===== src/rtl/core/assert_macros.svh =====
// Assertion helpers shared by the RTL. Building with SYNTH defined drops them.
`ifndef ASSERT_MACROS_SVH
`define ASSERT_MACROS_SVH

`ifndef SYNTH
// Property that must hold on every clock edge outside reset
`define ASSERT_ALWAYS(lbl, clk, rst_n, prop) \
    lbl: assert property (@(posedge clk) disable iff (!rst_n) (prop)) \
        else $error("assertion %m failed");
// Antecedent implies consequent in the same cycle
`define ASSERT_IMPLIES(lbl, clk, rst_n, ante, cons) \
    lbl: assert property (@(posedge clk) disable iff (!rst_n) (ante) |-> (cons)) \
        else $error("assertion %m failed");
`else
`define ASSERT_ALWAYS(lbl, clk, rst_n, prop)
`define ASSERT_IMPLIES(lbl, clk, rst_n, ante, cons)
`endif

`endif


===== src/rtl/core/tlcc_pkg.sv =====
`default_nettype none

package tlcc_pkg;

    // Widths fixed by the item and register formats
    localparam int TIMER_WIDTH_DEF = 16;
    localparam int CFG_W           = 16;
    localparam int CFG_IDX_W       = 2;
    localparam int CODE_W          = 3;

    // Register indexes
    localparam logic [CFG_IDX_W-1:0] REG_DEBOUNCE = 2'd0;
    localparam logic [CFG_IDX_W-1:0] REG_BUSY     = 2'd1;
    localparam logic [CFG_IDX_W-1:0] REG_RINGBACK = 2'd2;
    localparam logic [CFG_IDX_W-1:0] REG_RING     = 2'd3;

    // Register reset values
    localparam logic [CFG_W-1:0] DEBOUNCE_DEF = 16'd300;
    localparam logic [CFG_W-1:0] BUSY_DEF     = 16'd500;
    localparam logic [CFG_W-1:0] RINGBACK_DEF = 16'd4000;
    localparam logic [CFG_W-1:0] RING_DEF     = 16'd2000;

    // Call state codes as seen on the result
    localparam logic [CODE_W-1:0] CS_IDLE      = 3'd0;
    localparam logic [CODE_W-1:0] CS_BUSY      = 3'd1;
    localparam logic [CODE_W-1:0] CS_WAIT      = 3'd2;
    localparam logic [CODE_W-1:0] CS_CALLING   = 3'd3;
    localparam logic [CODE_W-1:0] CS_CONNECTED = 3'd4;

    // Tone commands
    localparam logic [CODE_W-1:0] TONE_NONE     = 3'd0;
    localparam logic [CODE_W-1:0] TONE_STOP     = 3'd1;
    localparam logic [CODE_W-1:0] TONE_DIAL     = 3'd2;
    localparam logic [CODE_W-1:0] TONE_BUSY     = 3'd3;
    localparam logic [CODE_W-1:0] TONE_RINGBACK = 3'd4;

    typedef enum logic [4:0] {
        ST_IDLE      = 5'b00001,
        ST_BUSY      = 5'b00010,
        ST_WAIT      = 5'b00100,
        ST_CALLING   = 5'b01000,
        ST_CONNECTED = 5'b10000
    } call_state_t;

    typedef struct packed {
        logic [CFG_W-1:0] debounce_ms;
        logic [CFG_W-1:0] busy_cadence_ms;
        logic [CFG_W-1:0] ringback_cadence_ms;
        logic [CFG_W-1:0] ring_toggle_ms;
    } cfg_t;

    typedef struct packed {
        logic caller;
        logic dest;
    } hooks_t;

    typedef struct packed {
        logic [CODE_W-1:0] call_state;
        logic              join_relay;
        logic              bell_relay;
        logic [CODE_W-1:0] tone_command;
        logic              send_caller_id;
    } result_t;

    // One-hot state to result code
    function automatic logic [CODE_W-1:0] state_code(call_state_t st);
        logic [CODE_W-1:0] code;
        case (st)
            ST_BUSY:      code = CS_BUSY;
            ST_WAIT:      code = CS_WAIT;
            ST_CALLING:   code = CS_CALLING;
            ST_CONNECTED: code = CS_CONNECTED;
            default:      code = CS_IDLE;
        endcase
        return code;
    endfunction

endpackage

`default_nettype wire


===== src/rtl/core/tlcc_ifs.sv =====
`default_nettype none

// Tick item channel
interface tlcc_tick_if;
    logic valid;
    logic ready;
    logic caller_hook_raw;
    logic dest_hook_raw;
    logic digits_received;

    modport source (output valid, caller_hook_raw, dest_hook_raw, digits_received,
                    input ready);
    modport sink   (input valid, caller_hook_raw, dest_hook_raw, digits_received,
                    output ready);
endinterface

// Result item channel
interface tlcc_result_if;
    logic       valid;
    logic       ready;
    logic [2:0] call_state;
    logic       join_relay;
    logic       bell_relay;
    logic [2:0] tone_command;
    logic       send_caller_id;

    modport source (output valid, call_state, join_relay, bell_relay, tone_command,
                    send_caller_id, input ready);
    modport sink   (input valid, call_state, join_relay, bell_relay, tone_command,
                    send_caller_id, output ready);
endinterface

// Register write channel
interface tlcc_cfg_if;
    logic        valid;
    logic        ready;
    logic [1:0]  index;
    logic [15:0] data;

    modport source (output valid, index, data, input ready);
    modport sink   (input valid, index, data, output ready);
endinterface

`default_nettype wire


===== src/rtl/core/tlcc_debounce.sv =====
`default_nettype none

module tlcc_debounce
    import tlcc_pkg::*;
#(
    parameter int TIMER_WIDTH = TIMER_WIDTH_DEF
) (
    input  wire logic             clk,
    input  wire logic             rst_n,
    input  wire logic             advance,
    input  wire logic             raw,
    input  wire logic [CFG_W-1:0] debounce_ms,
    output logic                  stable
);

    localparam int CMP_W = (TIMER_WIDTH > CFG_W) ? TIMER_WIDTH : CFG_W;

    logic                   seen_reg;
    logic                   stable_reg;
    logic [TIMER_WIDTH-1:0] quiet_reg;
    logic [TIMER_WIDTH-1:0] quiet_next;

    // Level change restarts the quiet count, otherwise count up and hold at max
    always_comb
    begin
        if (raw != seen_reg)
            quiet_next = '0;
        else if (quiet_reg == '1)
            quiet_next = quiet_reg;
        else
            quiet_next = TIMER_WIDTH'(quiet_reg + 1'b1);
    end

    // Level quiet long enough becomes the accepted level for this tick
    assign stable = (CMP_W'(quiet_next) > CMP_W'(debounce_ms)) ? raw : stable_reg;

    always_ff @(posedge clk or negedge rst_n)
    begin
        if (!rst_n)
        begin
            seen_reg   <= 1'b0;
            stable_reg <= 1'b0;
            quiet_reg  <= '0;
        end
        else if (advance)
        begin
            seen_reg   <= raw;
            stable_reg <= stable;
            quiet_reg  <= quiet_next;
        end
    end

endmodule

`default_nettype wire


===== src/rtl/core/tlcc_engine.sv =====
`default_nettype none

module tlcc_engine
    import tlcc_pkg::*;
#(
    parameter int TIMER_WIDTH = TIMER_WIDTH_DEF
) (
    input  wire logic   clk,
    input  wire logic   rst_n,
    input  wire logic   advance,
    input  wire logic   digits,
    input  wire hooks_t hooks,
    input  wire cfg_t   cfg,
    output result_t     res
);

    localparam int CMP_W = (TIMER_WIDTH > CFG_W) ? TIMER_WIDTH : CFG_W;

    call_state_t            state_reg, state_next;
    logic [TIMER_WIDTH-1:0] tone_el_reg, tone_el_next, tone_inc;
    logic [TIMER_WIDTH-1:0] ring_el_reg, ring_el_next, ring_inc;
    logic [1:0]             ring_cnt_reg, ring_cnt_next;
    logic                   ringer_reg, ringer_next;
    logic [CODE_W-1:0]      tone;
    logic                   cid;
    logic                   leaving;

    // Saturating tick timers
    assign tone_inc = (tone_el_reg == '1) ? tone_el_reg : TIMER_WIDTH'(tone_el_reg + 1'b1);
    assign ring_inc = (ring_el_reg == '1) ? ring_el_reg : TIMER_WIDTH'(ring_el_reg + 1'b1);

    // Call state transitions on the debounced hook levels
    always_comb
    begin
        state_next = state_reg;
        case (state_reg)
            ST_BUSY:
            begin
                if (!hooks.caller && !hooks.dest)
                    state_next = ST_IDLE;
            end
            ST_WAIT:
            begin
                if (!hooks.caller)
                    state_next = ST_IDLE;
                else if (digits)
                    state_next = ST_CALLING;
            end
            ST_CALLING:
            begin
                if (!hooks.caller)
                    state_next = ST_IDLE;
                else if (hooks.dest)
                    state_next = ST_CONNECTED;
            end
            ST_CONNECTED:
            begin
                if (!hooks.caller)
                    state_next = ST_BUSY;
            end
            default:
            begin
                if (hooks.caller && hooks.dest)
                    state_next = ST_BUSY;
                else if (hooks.caller)
                    state_next = ST_WAIT;
                else
                    state_next = ST_IDLE;
            end
        endcase
    end

    assign leaving = ((state_reg == ST_BUSY) || (state_reg == ST_CALLING) ||
                      (state_reg == ST_WAIT)) && (state_next != state_reg);

    // Exit, tone and ringer actions; later commands override earlier ones
    always_comb
    begin
        tone          = TONE_NONE;
        cid           = 1'b0;
        tone_el_next  = tone_inc;
        ring_el_next  = ring_inc;
        ringer_next   = ringer_reg;
        ring_cnt_next = (state_reg == ST_WAIT) ? 2'd0 : ring_cnt_reg;

        if (leaving)
        begin
            tone         = TONE_STOP;
            ringer_next  = 1'b0;
            tone_el_next = '1;
        end
        if ((state_next == ST_WAIT) && (state_reg != ST_WAIT))
            tone = TONE_DIAL;
        if ((state_next == ST_BUSY) && (CMP_W'(tone_el_next) > CMP_W'(cfg.busy_cadence_ms)))
        begin
            tone         = TONE_BUSY;
            tone_el_next = '0;
        end
        if (state_next == ST_CALLING)
        begin
            if (CMP_W'(tone_el_next) > CMP_W'(cfg.ringback_cadence_ms))
            begin
                tone         = TONE_RINGBACK;
                tone_el_next = '0;
            end
            if (CMP_W'(ring_inc) > CMP_W'(cfg.ring_toggle_ms))
            begin
                cid          = (ring_cnt_next == 2'd1);
                ringer_next  = !ringer_next;
                ring_el_next = '0;
                if (ring_cnt_next != 2'd3)
                    ring_cnt_next = 2'(ring_cnt_next + 1'b1);
            end
        end
        if (state_next == ST_CONNECTED)
            ringer_next = 1'b0;
    end

    // Result of this tick
    always_comb
    begin
        res.call_state     = state_code(state_next);
        res.join_relay     = (state_next == ST_CONNECTED);
        res.bell_relay     = ringer_next;
        res.tone_command   = tone;
        res.send_caller_id = cid;
    end

    always_ff @(posedge clk or negedge rst_n)
    begin
        if (!rst_n)
        begin
            state_reg    <= ST_IDLE;
            tone_el_reg  <= '1;
            ring_el_reg  <= '1;
            ring_cnt_reg <= 2'd0;
            ringer_reg   <= 1'b0;
        end
        else if (advance)
        begin
            state_reg    <= state_next;
            tone_el_reg  <= tone_el_next;
            ring_el_reg  <= ring_el_next;
            ring_cnt_reg <= ring_cnt_next;
            ringer_reg   <= ringer_next;
        end
    end

endmodule

`default_nettype wire


===== src/rtl/core/two_line_call_controller_core.sv =====
`default_nettype none
`include "assert_macros.svh"

// Call controller for two phone lines, one tick item per millisecond. Each tick
// item is captured in an input register, then hook debouncing, the call state
// machine and the tone/ringer timers are evaluated in one pass into a result
// register, so it takes one item per clock while results are taken; a tick
// moves on when the result register is empty or being read. While a
// result is stalled, one more tick is held in the input register before
// tick.ready drops. Hook levels are accepted after staying
// unchanged for more than debounce_ms ticks; cadence and ring timers are
// TIMER_WIDTH bits and saturate, so a register setting at or above the timer
// maximum disables its event. Registers are written through cfg, which is always
// ready, and should only be changed while no tick is in flight.
module two_line_call_controller_core
    import tlcc_pkg::*;
#(
    parameter int TIMER_WIDTH = TIMER_WIDTH_DEF
) (
    input  wire logic       clk,
    input  wire logic       rst_n,
    tlcc_tick_if.sink       tick,
    tlcc_result_if.source   result,
    tlcc_cfg_if.sink        cfg
);

    cfg_t    cfg_reg;
    logic    tick_valid_reg;
    logic    caller_raw_reg;
    logic    dest_raw_reg;
    logic    digits_reg;
    logic    result_valid_reg;
    result_t result_reg;
    result_t res;
    hooks_t  hooks;
    logic    caller_stable;
    logic    dest_stable;
    logic    advance;

    // Register writes
    assign cfg.ready = 1'b1;

    always_ff @(posedge clk or negedge rst_n)
    begin
        if (!rst_n)
        begin
            cfg_reg.debounce_ms         <= DEBOUNCE_DEF;
            cfg_reg.busy_cadence_ms     <= BUSY_DEF;
            cfg_reg.ringback_cadence_ms <= RINGBACK_DEF;
            cfg_reg.ring_toggle_ms      <= RING_DEF;
        end
        else if (cfg.valid)
        begin
            case (cfg.index)
                REG_DEBOUNCE: cfg_reg.debounce_ms         <= cfg.data;
                REG_BUSY:     cfg_reg.busy_cadence_ms     <= cfg.data;
                REG_RINGBACK: cfg_reg.ringback_cadence_ms <= cfg.data;
                REG_RING:     cfg_reg.ring_toggle_ms      <= cfg.data;
                default:      cfg_reg                     <= cfg_reg;
            endcase
        end
    end

    // Pipeline control: input stage moves when the result register is free
    assign advance    = tick_valid_reg && (!result_valid_reg || result.ready);
    assign tick.ready = !tick_valid_reg || advance;

    always_ff @(posedge clk or negedge rst_n)
    begin
        if (!rst_n)
            tick_valid_reg <= 1'b0;
        else if (tick.ready)
            tick_valid_reg <= tick.valid;
    end

    always_ff @(posedge clk)
    begin
        if (tick.ready && tick.valid)
        begin
            caller_raw_reg <= tick.caller_hook_raw;
            dest_raw_reg   <= tick.dest_hook_raw;
            digits_reg     <= tick.digits_received;
        end
    end

    // Hook debouncers
    tlcc_debounce #(
        .TIMER_WIDTH (TIMER_WIDTH)
    ) u_caller_db (
        .clk         (clk),
        .rst_n       (rst_n),
        .advance     (advance),
        .raw         (caller_raw_reg),
        .debounce_ms (cfg_reg.debounce_ms),
        .stable      (caller_stable)
    );

    tlcc_debounce #(
        .TIMER_WIDTH (TIMER_WIDTH)
    ) u_dest_db (
        .clk         (clk),
        .rst_n       (rst_n),
        .advance     (advance),
        .raw         (dest_raw_reg),
        .debounce_ms (cfg_reg.debounce_ms),
        .stable      (dest_stable)
    );

    assign hooks = '{caller: caller_stable, dest: dest_stable};

    // Call state machine and timers
    tlcc_engine #(
        .TIMER_WIDTH (TIMER_WIDTH)
    ) u_engine (
        .clk     (clk),
        .rst_n   (rst_n),
        .advance (advance),
        .digits  (digits_reg),
        .hooks   (hooks),
        .cfg     (cfg_reg),
        .res     (res)
    );

    // Result register
    always_ff @(posedge clk or negedge rst_n)
    begin
        if (!rst_n)
            result_valid_reg <= 1'b0;
        else if (advance)
            result_valid_reg <= 1'b1;
        else if (result.ready)
            result_valid_reg <= 1'b0;
    end

    always_ff @(posedge clk)
    begin
        if (advance)
            result_reg <= res;
    end

    assign result.valid          = result_valid_reg;
    assign result.call_state     = result_reg.call_state;
    assign result.join_relay     = result_reg.join_relay;
    assign result.bell_relay     = result_reg.bell_relay;
    assign result.tone_command   = result_reg.tone_command;
    assign result.send_caller_id = result_reg.send_caller_id;

    // Checks
    `ASSERT_ALWAYS(a_connect_only_connected, clk, rst_n,
        !result_valid_reg || (result_reg.join_relay == (result_reg.call_state == CS_CONNECTED)))
    `ASSERT_IMPLIES(a_cid_on_second_ring, clk, rst_n,
        result_valid_reg && result_reg.send_caller_id,
        (result_reg.call_state == CS_CALLING) && !result_reg.bell_relay)
    `ASSERT_IMPLIES(a_dial_in_wait, clk, rst_n,
        result_valid_reg && (result_reg.tone_command == TONE_DIAL),
        result_reg.call_state == CS_WAIT)

endmodule

`default_nettype wire


===== src/flat_wrapper.sv =====
// flat-port wrapper written by rule: the top's interface ports become plain ports
module two_line_call_controller_core_flat import tlcc_pkg::*;
#(
    parameter int TIMER_WIDTH = TIMER_WIDTH_DEF
)
  (clk, rst_n, tick_valid, tick_caller_hook_raw, tick_dest_hook_raw, tick_digits_received, tick_ready, result_valid, result_call_state, result_join_relay, result_bell_relay, result_tone_command, result_send_caller_id, result_ready, cfg_valid, cfg_index, cfg_data, cfg_ready);
  tlcc_tick_if tick_i ();
  tlcc_result_if result_i ();
  tlcc_cfg_if cfg_i ();
  input  wire logic clk;
  input  wire logic rst_n;
  input wire logic [$bits(tick_i.valid)-1:0] tick_valid;
  input wire logic [$bits(tick_i.caller_hook_raw)-1:0] tick_caller_hook_raw;
  input wire logic [$bits(tick_i.dest_hook_raw)-1:0] tick_dest_hook_raw;
  input wire logic [$bits(tick_i.digits_received)-1:0] tick_digits_received;
  output wire logic [$bits(tick_i.ready)-1:0] tick_ready;
  output wire logic [$bits(result_i.valid)-1:0] result_valid;
  output wire logic [$bits(result_i.call_state)-1:0] result_call_state;
  output wire logic [$bits(result_i.join_relay)-1:0] result_join_relay;
  output wire logic [$bits(result_i.bell_relay)-1:0] result_bell_relay;
  output wire logic [$bits(result_i.tone_command)-1:0] result_tone_command;
  output wire logic [$bits(result_i.send_caller_id)-1:0] result_send_caller_id;
  input wire logic [$bits(result_i.ready)-1:0] result_ready;
  input wire logic [$bits(cfg_i.valid)-1:0] cfg_valid;
  input wire logic [$bits(cfg_i.index)-1:0] cfg_index;
  input wire logic [$bits(cfg_i.data)-1:0] cfg_data;
  output wire logic [$bits(cfg_i.ready)-1:0] cfg_ready;
  assign tick_i.valid = tick_valid;
  assign tick_i.caller_hook_raw = tick_caller_hook_raw;
  assign tick_i.dest_hook_raw = tick_dest_hook_raw;
  assign tick_i.digits_received = tick_digits_received;
  assign tick_ready = tick_i.ready;
  assign result_valid = result_i.valid;
  assign result_call_state = result_i.call_state;
  assign result_join_relay = result_i.join_relay;
  assign result_bell_relay = result_i.bell_relay;
  assign result_tone_command = result_i.tone_command;
  assign result_send_caller_id = result_i.send_caller_id;
  assign result_i.ready = result_ready;
  assign cfg_i.valid = cfg_valid;
  assign cfg_i.index = cfg_index;
  assign cfg_i.data = cfg_data;
  assign cfg_ready = cfg_i.ready;
  two_line_call_controller_core #(.TIMER_WIDTH(TIMER_WIDTH)) u_core (.clk(clk), .rst_n(rst_n), .tick(tick_i), .result(result_i), .cfg(cfg_i));
endmodule

===== config.mk =====
export PLATFORM = sky130hd
export DESIGN_NAME = two_line_call_controller_core_flat
export DESIGN_NICKNAME = d
export VERILOG_FILES = /design/src/rtl/core/tlcc_pkg.sv /design/src/rtl/core/tlcc_ifs.sv /design/src/rtl/core/tlcc_debounce.sv /design/src/rtl/core/tlcc_engine.sv /design/src/rtl/core/two_line_call_controller_core.sv /design/src/flat_wrapper.sv
export VERILOG_INCLUDE_DIRS = /design/src /design/src/rtl/core
export SDC_FILE = /design/constraint.sdc
export NUM_CORES = 1
export LEC_CHECK = 0
export BUFFER_PORTS_ARGS = -buffer_cell sky130_fd_sc_hd__clkbuf_2
export CAP_MARGIN = 20
export CORE_MARGIN = 8
export CORE_UTILIZATION = 60
export DETAILED_ROUTE_END_ITERATION = 16
export HOLD_SLACK_MARGIN = 0.15
export PLACE_DENSITY = 0.78
export SLEW_MARGIN = 15
export SYNTH_ARGS = -nofsm -noshare
export SYNTH_HDL_FRONTEND = slang
export SYNTH_HIERARCHICAL = 1
export SYNTH_SLANG_ARGS = --single-unit

===== constraint.sdc =====
create_clock -name clk -period 9.1 [get_ports clk]
set_input_delay 1.82 -clock clk [delete_from_list [all_inputs] [get_ports clk]]
set_output_delay 1.82 -clock clk [all_outputs]
set_load 0.03 [all_outputs]

==> metrics.md, run 1 <==
| Metric | Value |
|---|---|
| Status | `complete, no violations` |
| Dpl cell area | `11000 sq um` |
| Max-slew violation count | `0` |
| Hold_ws | `0.502 ns` |
| Clk Tree Root Cell | `clkbuf_16` |
| Clock skew | `0.00849 ns` |
| Vias per std cell | `6.31` |
| Top FF cell, synth | `dfrtp_1` |
| Clock power share | `22.7%` |
| Net Sw Frac | `38.5%` |
| Final worst slack | `0.528 ns` |
| Crit path capture type | `flop` |
| Top-count cell post-synth | `inv_1` |
| Area growth syn-to-layout | `8.13%` |
| Fin Setup TNS | `0 ns` |
| Cts bufs inserted | `17` |
| Slew @ Worst Pin | `1.02 ns` |
| Die ar. | `22300 sq um` |
| Max clock buf depth | `2` |
| Diodes inserted | `0` |
| Final instance area | `11500 sq um` |
| Hold Vio Cnt, Final | `0` |
| M1 WL | `11.7 mm` |
| Final setup violation count | `0` |
| Final non-filler cell total | `1381` |
| H-tree levels | `4` |
| Commonest cells in the netlist | `inv_1 (102), dfrtp_1 (87), ha_1 (84)` |
| DP Wirelength | `18.4 mm` |
| Comb power frac | `41.3%` |
| Ys async rst share | `92.2%` |
| Remaining DRCs | `0` |
| CP Data Required Time | `9.46 ns` |
| Cell Pwr Density | `256 nW/um^2` |
| RSZ-0062 raised after global routing | `false` |
| P_sw | `1.14 mW` |
| Post-synthesis sequential area ratio | `37.3%` |
| Drt first pass iters | `6` |
| CP dominant cell by count | `ha_1` |
| Vias in the first global route | `8317` |
| Clk pin slew, worst setup/hold paths | `0.06 ns` |
| Hold_buf cts | `0` |
| Layout cell share with drive strength beyond 1 | `22.5%` |
| Count of buffers from port buffering | `36` |
| Total global routing overflow | `0` |
| Mapped Cells | `1121` |
| Initial DRC count | `759` |
| MaxCap Viol Count | `0` |
| Largest register FFs | `64` |
| Routed WL | `25.3 mm` |
| CORE AREA | `17400 sq um` |
| Met2 routed WL | `11.7 mm` |
| Global Route Usage Sum | `23.2%` |
| Final worst path period need | `8.57 ns` |
| Die Span X | `149 um` |
| Largest net degree at the start of global routing | `74` |
| Max Freq | `0.117 GHz` |
| Seq cells post-synth | `154` |
| Mapped Area | `10700 sq um` |
| LEAKAGE | `5.08 nW` |
| Relative slew margins | `31.9%` |
| DRT antenna net count | `0` |
| Synthesized area per cell | `9.53 sq um` |
| Final #Nets | `1253` |
| Critical path class | `reg2reg` |
| CTS tree | `done` |
| EDFF count, synth | `12` |
| P_int | `1.82 mW` |
| YS warnings | `6` |
| Starting Density | `61.5%` |
| FP Rows | `48` |
| Routability cong. | `0.967` |
| Unique cell type count in the Yosys netlist | `87` |
| Sequential Power Share | `36.0%` |
| Top Layer Used | `met4` |
| Yosys top cell by area | `dfrtp_1` |
| VDD IR-drop max | `0.175 mV` |
| Clock Latency Late Sink | `0.43 ns` |
| IO Pins | `38` |
| Routed WL per cell | `18.3 um` |
| Fill count | `1339` |
| CP Launch Type | `flop` |
| Max stage delay cell, worst path | `or4b_4` |
| Final period utilization | `94.2%` |
| Syn nets | `1231` |
| Setup WS pre-CTS | `0.323 ns` |
| Area contributors post-synth | `dfrtp_1 (20%), dfstp_2 (14%), ha_1 (9.8%)` |
| Initial antenna violation count | `0` |
| TritonCTS Sinks | `154` |
| First-pass GRT wire length | `41.7 mm` |
| Post-synth top area share | `20.4%` |
| Die Span Y | `149 um` |
| Hold crit path type | `reg2reg` |
| Crit path DAT | `8.93 ns` |
| CP max FO | `25` |
| Post-placement cell count | `1346` |
| Metal3 WL | `1.31 mm` |
| Via count | `8721` |
| Critical path's largest stage delay | `0.51 ns` |
==> worst paths after layout <==
check | from | endpoint | slack [ns] | cells past startpoint
worst max-delay path | u_core/u_caller_db/quiet_reg[0] | u_core/u_engine/tone_el_reg[8] | 0.53 | 34
worst min-delay path | u_core/u_engine/ring_el_reg[1] | u_core/u_engine/ring_el_reg[1] | 0.50 | 1
worst max register to register | u_core/u_caller_db/quiet_reg[0] | u_core/u_engine/tone_el_reg[8] | 0.53 | 34
worst min register to register | u_core/u_engine/ring_el_reg[1] | u_core/u_engine/ring_el_reg[1] | 0.50 | 1
max in group asynchronous | rst_n | u_core/cfg_reg[18] | 6.34 | 2
min in group asynchronous | rst_n | u_core/u_engine/ring_cnt_reg[0] | 1.41 | 1
==> critical path: cells and delay by family, from the launching register on <==
kind,cells,cell delay (ns)
AO/OA/AOI/OAI,11,2.94
adder cells (fa/ha/maj),4,1.13
buffers and inverters,4,0.76
flip-flops,1,0.41
multiplexers,1,0.32
AND/OR/NAND/NOR,14,2.95
==> power groups by stage <==
stage          Sequential (mW)  Combinational [mW]  Clock [mW]
2_1_floorplan             1.02               0.936           0
6_report                  1.07                1.22       0.673
5_1_grt                   1.09                1.37       0.716
3_3_place_gp              1.07                1.15           0
4_1_cts                   1.06                1.20       0.689
3_5_place_dp              1.07                1.18           0
==> routing by layer <==
layer	vias up	global-route usage (%)
li1	4137	-
met1	4239	31.2
met2	286	36.7
met3	59	4.44
met4	0	8.23
met5	-	0
==> kinds of logic (layout without fill, tap and decap cells) <==
family | Yosys count | after routing | share of synthesized area [%]
fa+ha+maj | 84 | 84 | 9.84
mux | 81 | 81 | 8.49
buf+inv | 153 | 188 | 6.37
compound gates | 274 | 274 | 17.7
xor+xnor | 50 | 50 | 4.10
simple gates | 324 | 324 | 16.2
other cells | 1 | 1 | 0.0351
flops | 154 | 154 | 37.3
==> cells in the final DEF, fill, tap and decap left out, types with 7 or more instances in the layout <==
cell	count
nor2_1	61
and4_1	7
o21a_1	13
or3_1	9
nand4_1	25
clkbuf_16	17
xnor2_1	34
ha_1	84
edfxtp_1	12
dfstp_2	55
inv_1	102
a21o_1	8
o21ai_0	49
nor3_1	23
mux2_2	77
a22o_1	8
clkbuf_2	35
a211oi_1	8
buf_4	15
o2bb2ai_1	7
xor2_1	16
a31oi_1	17
a21oi_1	82
nand2b_1	7
and3_1	15
nor2b_1	8
o211ai_1	9
nand3_1	46
dfrtp_1	87
nand2_1	77
==> layout make-up <==
class	count	area (sq um)	share of cell area, %
clock inverter	10	90.1	0.780
inverter	105	394	3.41
tap	225	282	2.44
multi-input combinational	814	6040	52.3
timing repair buffer	51	299	2.59
sequential	154	3980	34.5
clock buffer	22	464	4.02
==> metrics by stage <==
stage,power (mW),util (%)
after detailed placement,2.25,63.1
after floorplan,1.96,-
after global placement,2.22,63.1
after global routing,3.17,66.5
after CTS,2.95,66.3
final,2.96,66.5
==> repair_timing <==
item / 4_1_cts / 5_1_grt
gates resized for setup: 0 / 3
setup endpoints to repair: 0 / 17
endpoints found under the hold margin: 0 / 0
buffers inserted: 0 / 3
(Power assumes the default switching activity.)
==> run 2, diff against run 1 <==
--- a/config.mk
+++ b/config.mk
@@ -9,10 +9,9 @@
 export BUFFER_PORTS_ARGS = -buffer_cell sky130_fd_sc_hd__clkbuf_2
 export CAP_MARGIN = 20
 export CORE_MARGIN = 8
-export CORE_UTILIZATION = 60
+export CORE_UTILIZATION = 30
 export DETAILED_ROUTE_END_ITERATION = 16
 export HOLD_SLACK_MARGIN = 0.15
-export PLACE_DENSITY = 0.78
 export SLEW_MARGIN = 15
 export SYNTH_ARGS = -nofsm -noshare
 export SYNTH_HDL_FRONTEND = slang
==> run 2 against run 1 <==
Effect of this change:
- cell count up 17%
- fmax rose by 1.5%
- register-to-register slack improved by 0.13 ns
- highest routed layer unchanged
- via count fell by 2.6%
==> metrics.md, run 2 (synthesized netlist as in run 1, its figures left out) <==
| Metric | Value |
|---|---|
| Delay-heaviest family, CP | `compound AO/OA/AOI/OAI gates` |
| CP Buf/Inv Count | `4 (unchanged)` |
| Clk pin slew, worst setup/hold paths | `0.07 ns (about the same)` |
| Max Freq | `0.118 GHz (+1.5%)` |
| Die Span X | `205 um (+37%)` |
| MaxCap Viol Count | `0 (unchanged)` |
| Critical path class | `reg2reg` |
| Max clock buf depth | `2 (unchanged)` |
| Clock Latency Late Sink | `0.43 ns (about the same)` |
| Net Sw Frac | `39.0% (+0.50 points)` |
| Sequential Power Share | `36.0% (about the same)` |
| Count of buffers from port buffering | `36 (unchanged)` |
| RSZ-0062 raised after global routing | `false` |
| Fin Setup TNS | `0 ns (unchanged)` |
| Final #Nets | `1253 (unchanged)` |
| Clk Tree Root Cell | `clkbuf_16` |
| P_sw | `1.16 mW (+1.3%)` |
| Max-slew violation count | `0 (unchanged)` |
| Cts bufs inserted | `17 (unchanged)` |
| Area growth syn-to-layout | `11.1%` |
| Sequential cell area | `3980 sq um (unchanged)` |
| Fill count | `3564 (+170%)` |
| DP Wirelength | `20.3 mm (+9.8%)` |
| FP Rows | `69 (+44%)` |
| Vias in the first global route | `8441 (+1.5%)` |
| Starting Density | `30.3% (-31 points)` |
| VDD IR-drop max | `0.133 mV (-24%)` |
| Most frequent cells in the layout | `inv_1 (102), dfrtp_1 (87), ha_1 (84), a21oi_1 (82)` |
| Initial DRC count | `780 (+2.8%)` |
| Final core occ | `33.6% (-33 points)` |
| Critical path's largest stage delay | `0.54 ns (+0.03 ns)` |
| Largest net degree at the start of global routing | `81 (+9.5%)` |
| Die ar. | `41900 sq um (+88%)` |
| Final worst path period need | `8.44 ns (-0.127 ns)` |
| Drt first pass iters | `5 (-1)` |
| Clock skew | `0.0182 ns (+0.00966 ns)` |
| Routability cong. | `0.894 (-7.6%)` |
| Dpl cell area | `11300 sq um (+2.7%)` |
| Most common cell after layout, fill and taps aside | `inv_1` |
| Layout cell share with drive strength beyond 1 | `22.5% (unchanged)` |
| Routed WL per cell | `17.0 um (-7.4%)` |
| Hold Vio Cnt, Final | `0 (unchanged)` |
| Total global routing overflow | `0 (unchanged)` |
| Die Span Y | `205 um (+37%)` |
| CP max FO | `27 (+8.0%)` |
| Multi-input gate area | `6040 sq um (+0.10%)` |
| First-pass GRT wire length | `45.2 mm (+8.4%)` |
| Routed WL | `27.5 mm (+8.5%)` |
| Largest register FFs | `64 (unchanged)` |
| Crit path capture type | `flop` |
| LEAKAGE | `5.07 nW (-0.21%)` |
| DRT antenna net count | `0 (unchanged)` |
| Clock power share | `22.5% (-0.2 points)` |
| Diodes inserted | `0 (unchanged)` |
| H-tree levels | `4 (unchanged)` |
| CORE AREA | `35300 sq um (+100%)` |
| CP Launch Type | `flop` |
| Final period utilization | `92.8% (-1.4 points)` |
| Comb power frac | `41.5% (+0.2 points)` |
| Status | `complete, no violations` |
| Slew @ Worst Pin | `0.812 ns (-0.206 ns)` |
| Global Route Usage Sum | `13.4% (-9.8 points)` |
| Max stage delay cell, worst path | `or3_1` |
| Initial antenna violation count | `0 (unchanged)` |
| Final setup violation count | `0 (unchanged)` |
| CP Data Required Time | `9.46 ns (about the same)` |
| TritonCTS Sinks | `154 (unchanged)` |
| IO Pins | `38 (unchanged)` |
| Final instance area | `11900 sq um (+2.8%)` |
| Cell Pwr Density | `249 nW/um^2 (-2.7%)` |
| CP dominant cell by count | `ha_1` |
| Hold crit path type | `reg2reg` |
| P_int | `1.80 mW (-0.82%)` |
| Crit path DAT | `8.80 ns (-0.13 ns)` |
| CTS tree | `done` |
| Vias per std cell | `5.25 (-17%)` |
| Relative slew margins | `45.7% (+14 points)` |
| Remaining DRCs | `0 (unchanged)` |
| Via count | `8491 (-2.6%)` |
run 2: cell count changes in the layout (fill, tap and decap cells not counted), sizes merged:
cell / before / now
clkinv: 8 / 7
inv: 105 / 103
clkbuf: 57 / 56
clkinvlp: 1 / 5
run 2: path summary, 6_finish.rpt:
| kind | cells after the start | slack (ns) | endpoint | from |
|---|---|---|---|---|
| worst max-delay path | 36 | 0.66 | u_core/u_engine/tone_el_reg[3] | u_core/u_caller_db/quiet_reg[0] |
| worst min-delay path | 1 | 0.50 | u_core/result.valid | u_core/tick_valid_reg |
| worst max register to register | 36 | 0.66 | u_core/u_engine/tone_el_reg[3] | u_core/u_caller_db/quiet_reg[0] |
| worst min register to register | 1 | 0.50 | u_core/result.valid | u_core/tick_valid_reg |
| max in group asynchronous | 3 | 6.48 | u_core/u_engine/ring_el_reg[12] | rst_n |
| min in group asynchronous | 1 | 1.39 | u_core/u_caller_db/quiet_reg[6] | rst_n |
run 2: repair_timing:
item,4_1_cts,5_1_grt
hold buffers,0,0
buffers inserted,0,2
setup endpoints to repair,0,15
endpoints found under the hold margin,0,0
gates resized for setup,0,4
run 2: worst reg2reg max path: cells and delay by family (launching register included):
| family | cells | cell delay, ns |
|---|---|---|
| DFF | 1 | 0.41 |
| and+or+nand+nor | 11 | 2.25 |
| AOI/OAI and AO/OA | 16 | 3.28 |
| muxes | 1 | 0.40 |
| adders and majority gates | 4 | 1.21 |
| buffers and inverters | 4 | 0.83 |
run 2: final cells by class:
type                       count  area share [%]
inverter                     105            3.32
tap                          461            4.86
multi-input combinational    814            50.9
timing repair buffer          51            2.79
clock buffer                  21            3.71
clock inverter                11           0.843
sequential                   154            33.6
run 2: power groups by stage:
stage          clock network, mW  logic (mW)  registers [mW]
3_3_place_gp                   0        1.17            1.07
4_1_cts                    0.686        1.21            1.06
5_1_grt                    0.718        1.39            1.09
6_report                   0.667        1.23            1.07
2_1_floorplan                  0       0.936            1.02
3_5_place_dp                   0        1.20            1.07
run 2: layer usage:
layer / vias to the layer above / global-route usage [%] / routed length, um
met1: 4157 / 18.4 / 13400
met3: 33 / 1.80 / 903
met5: - / 0 / 0
li1: 4135 / - / -
met2: 166 / 21.5 / 12700
met4: 0 / 4.04 / 465
run 2: through the flow:
step	setup WS, ns	hold slack [ns]	std cells	total power, mW
after floorplan	1.42	0.449	1121	1.96
after global placement	0.704	0.472	1582	2.24
after detailed placement	0.507	0.494	1582	2.27
after CTS	0.420	0.507	1614	2.95
after global routing	0.0709	0.518	1617	3.20
final	0.655	0.503	1617	2.96
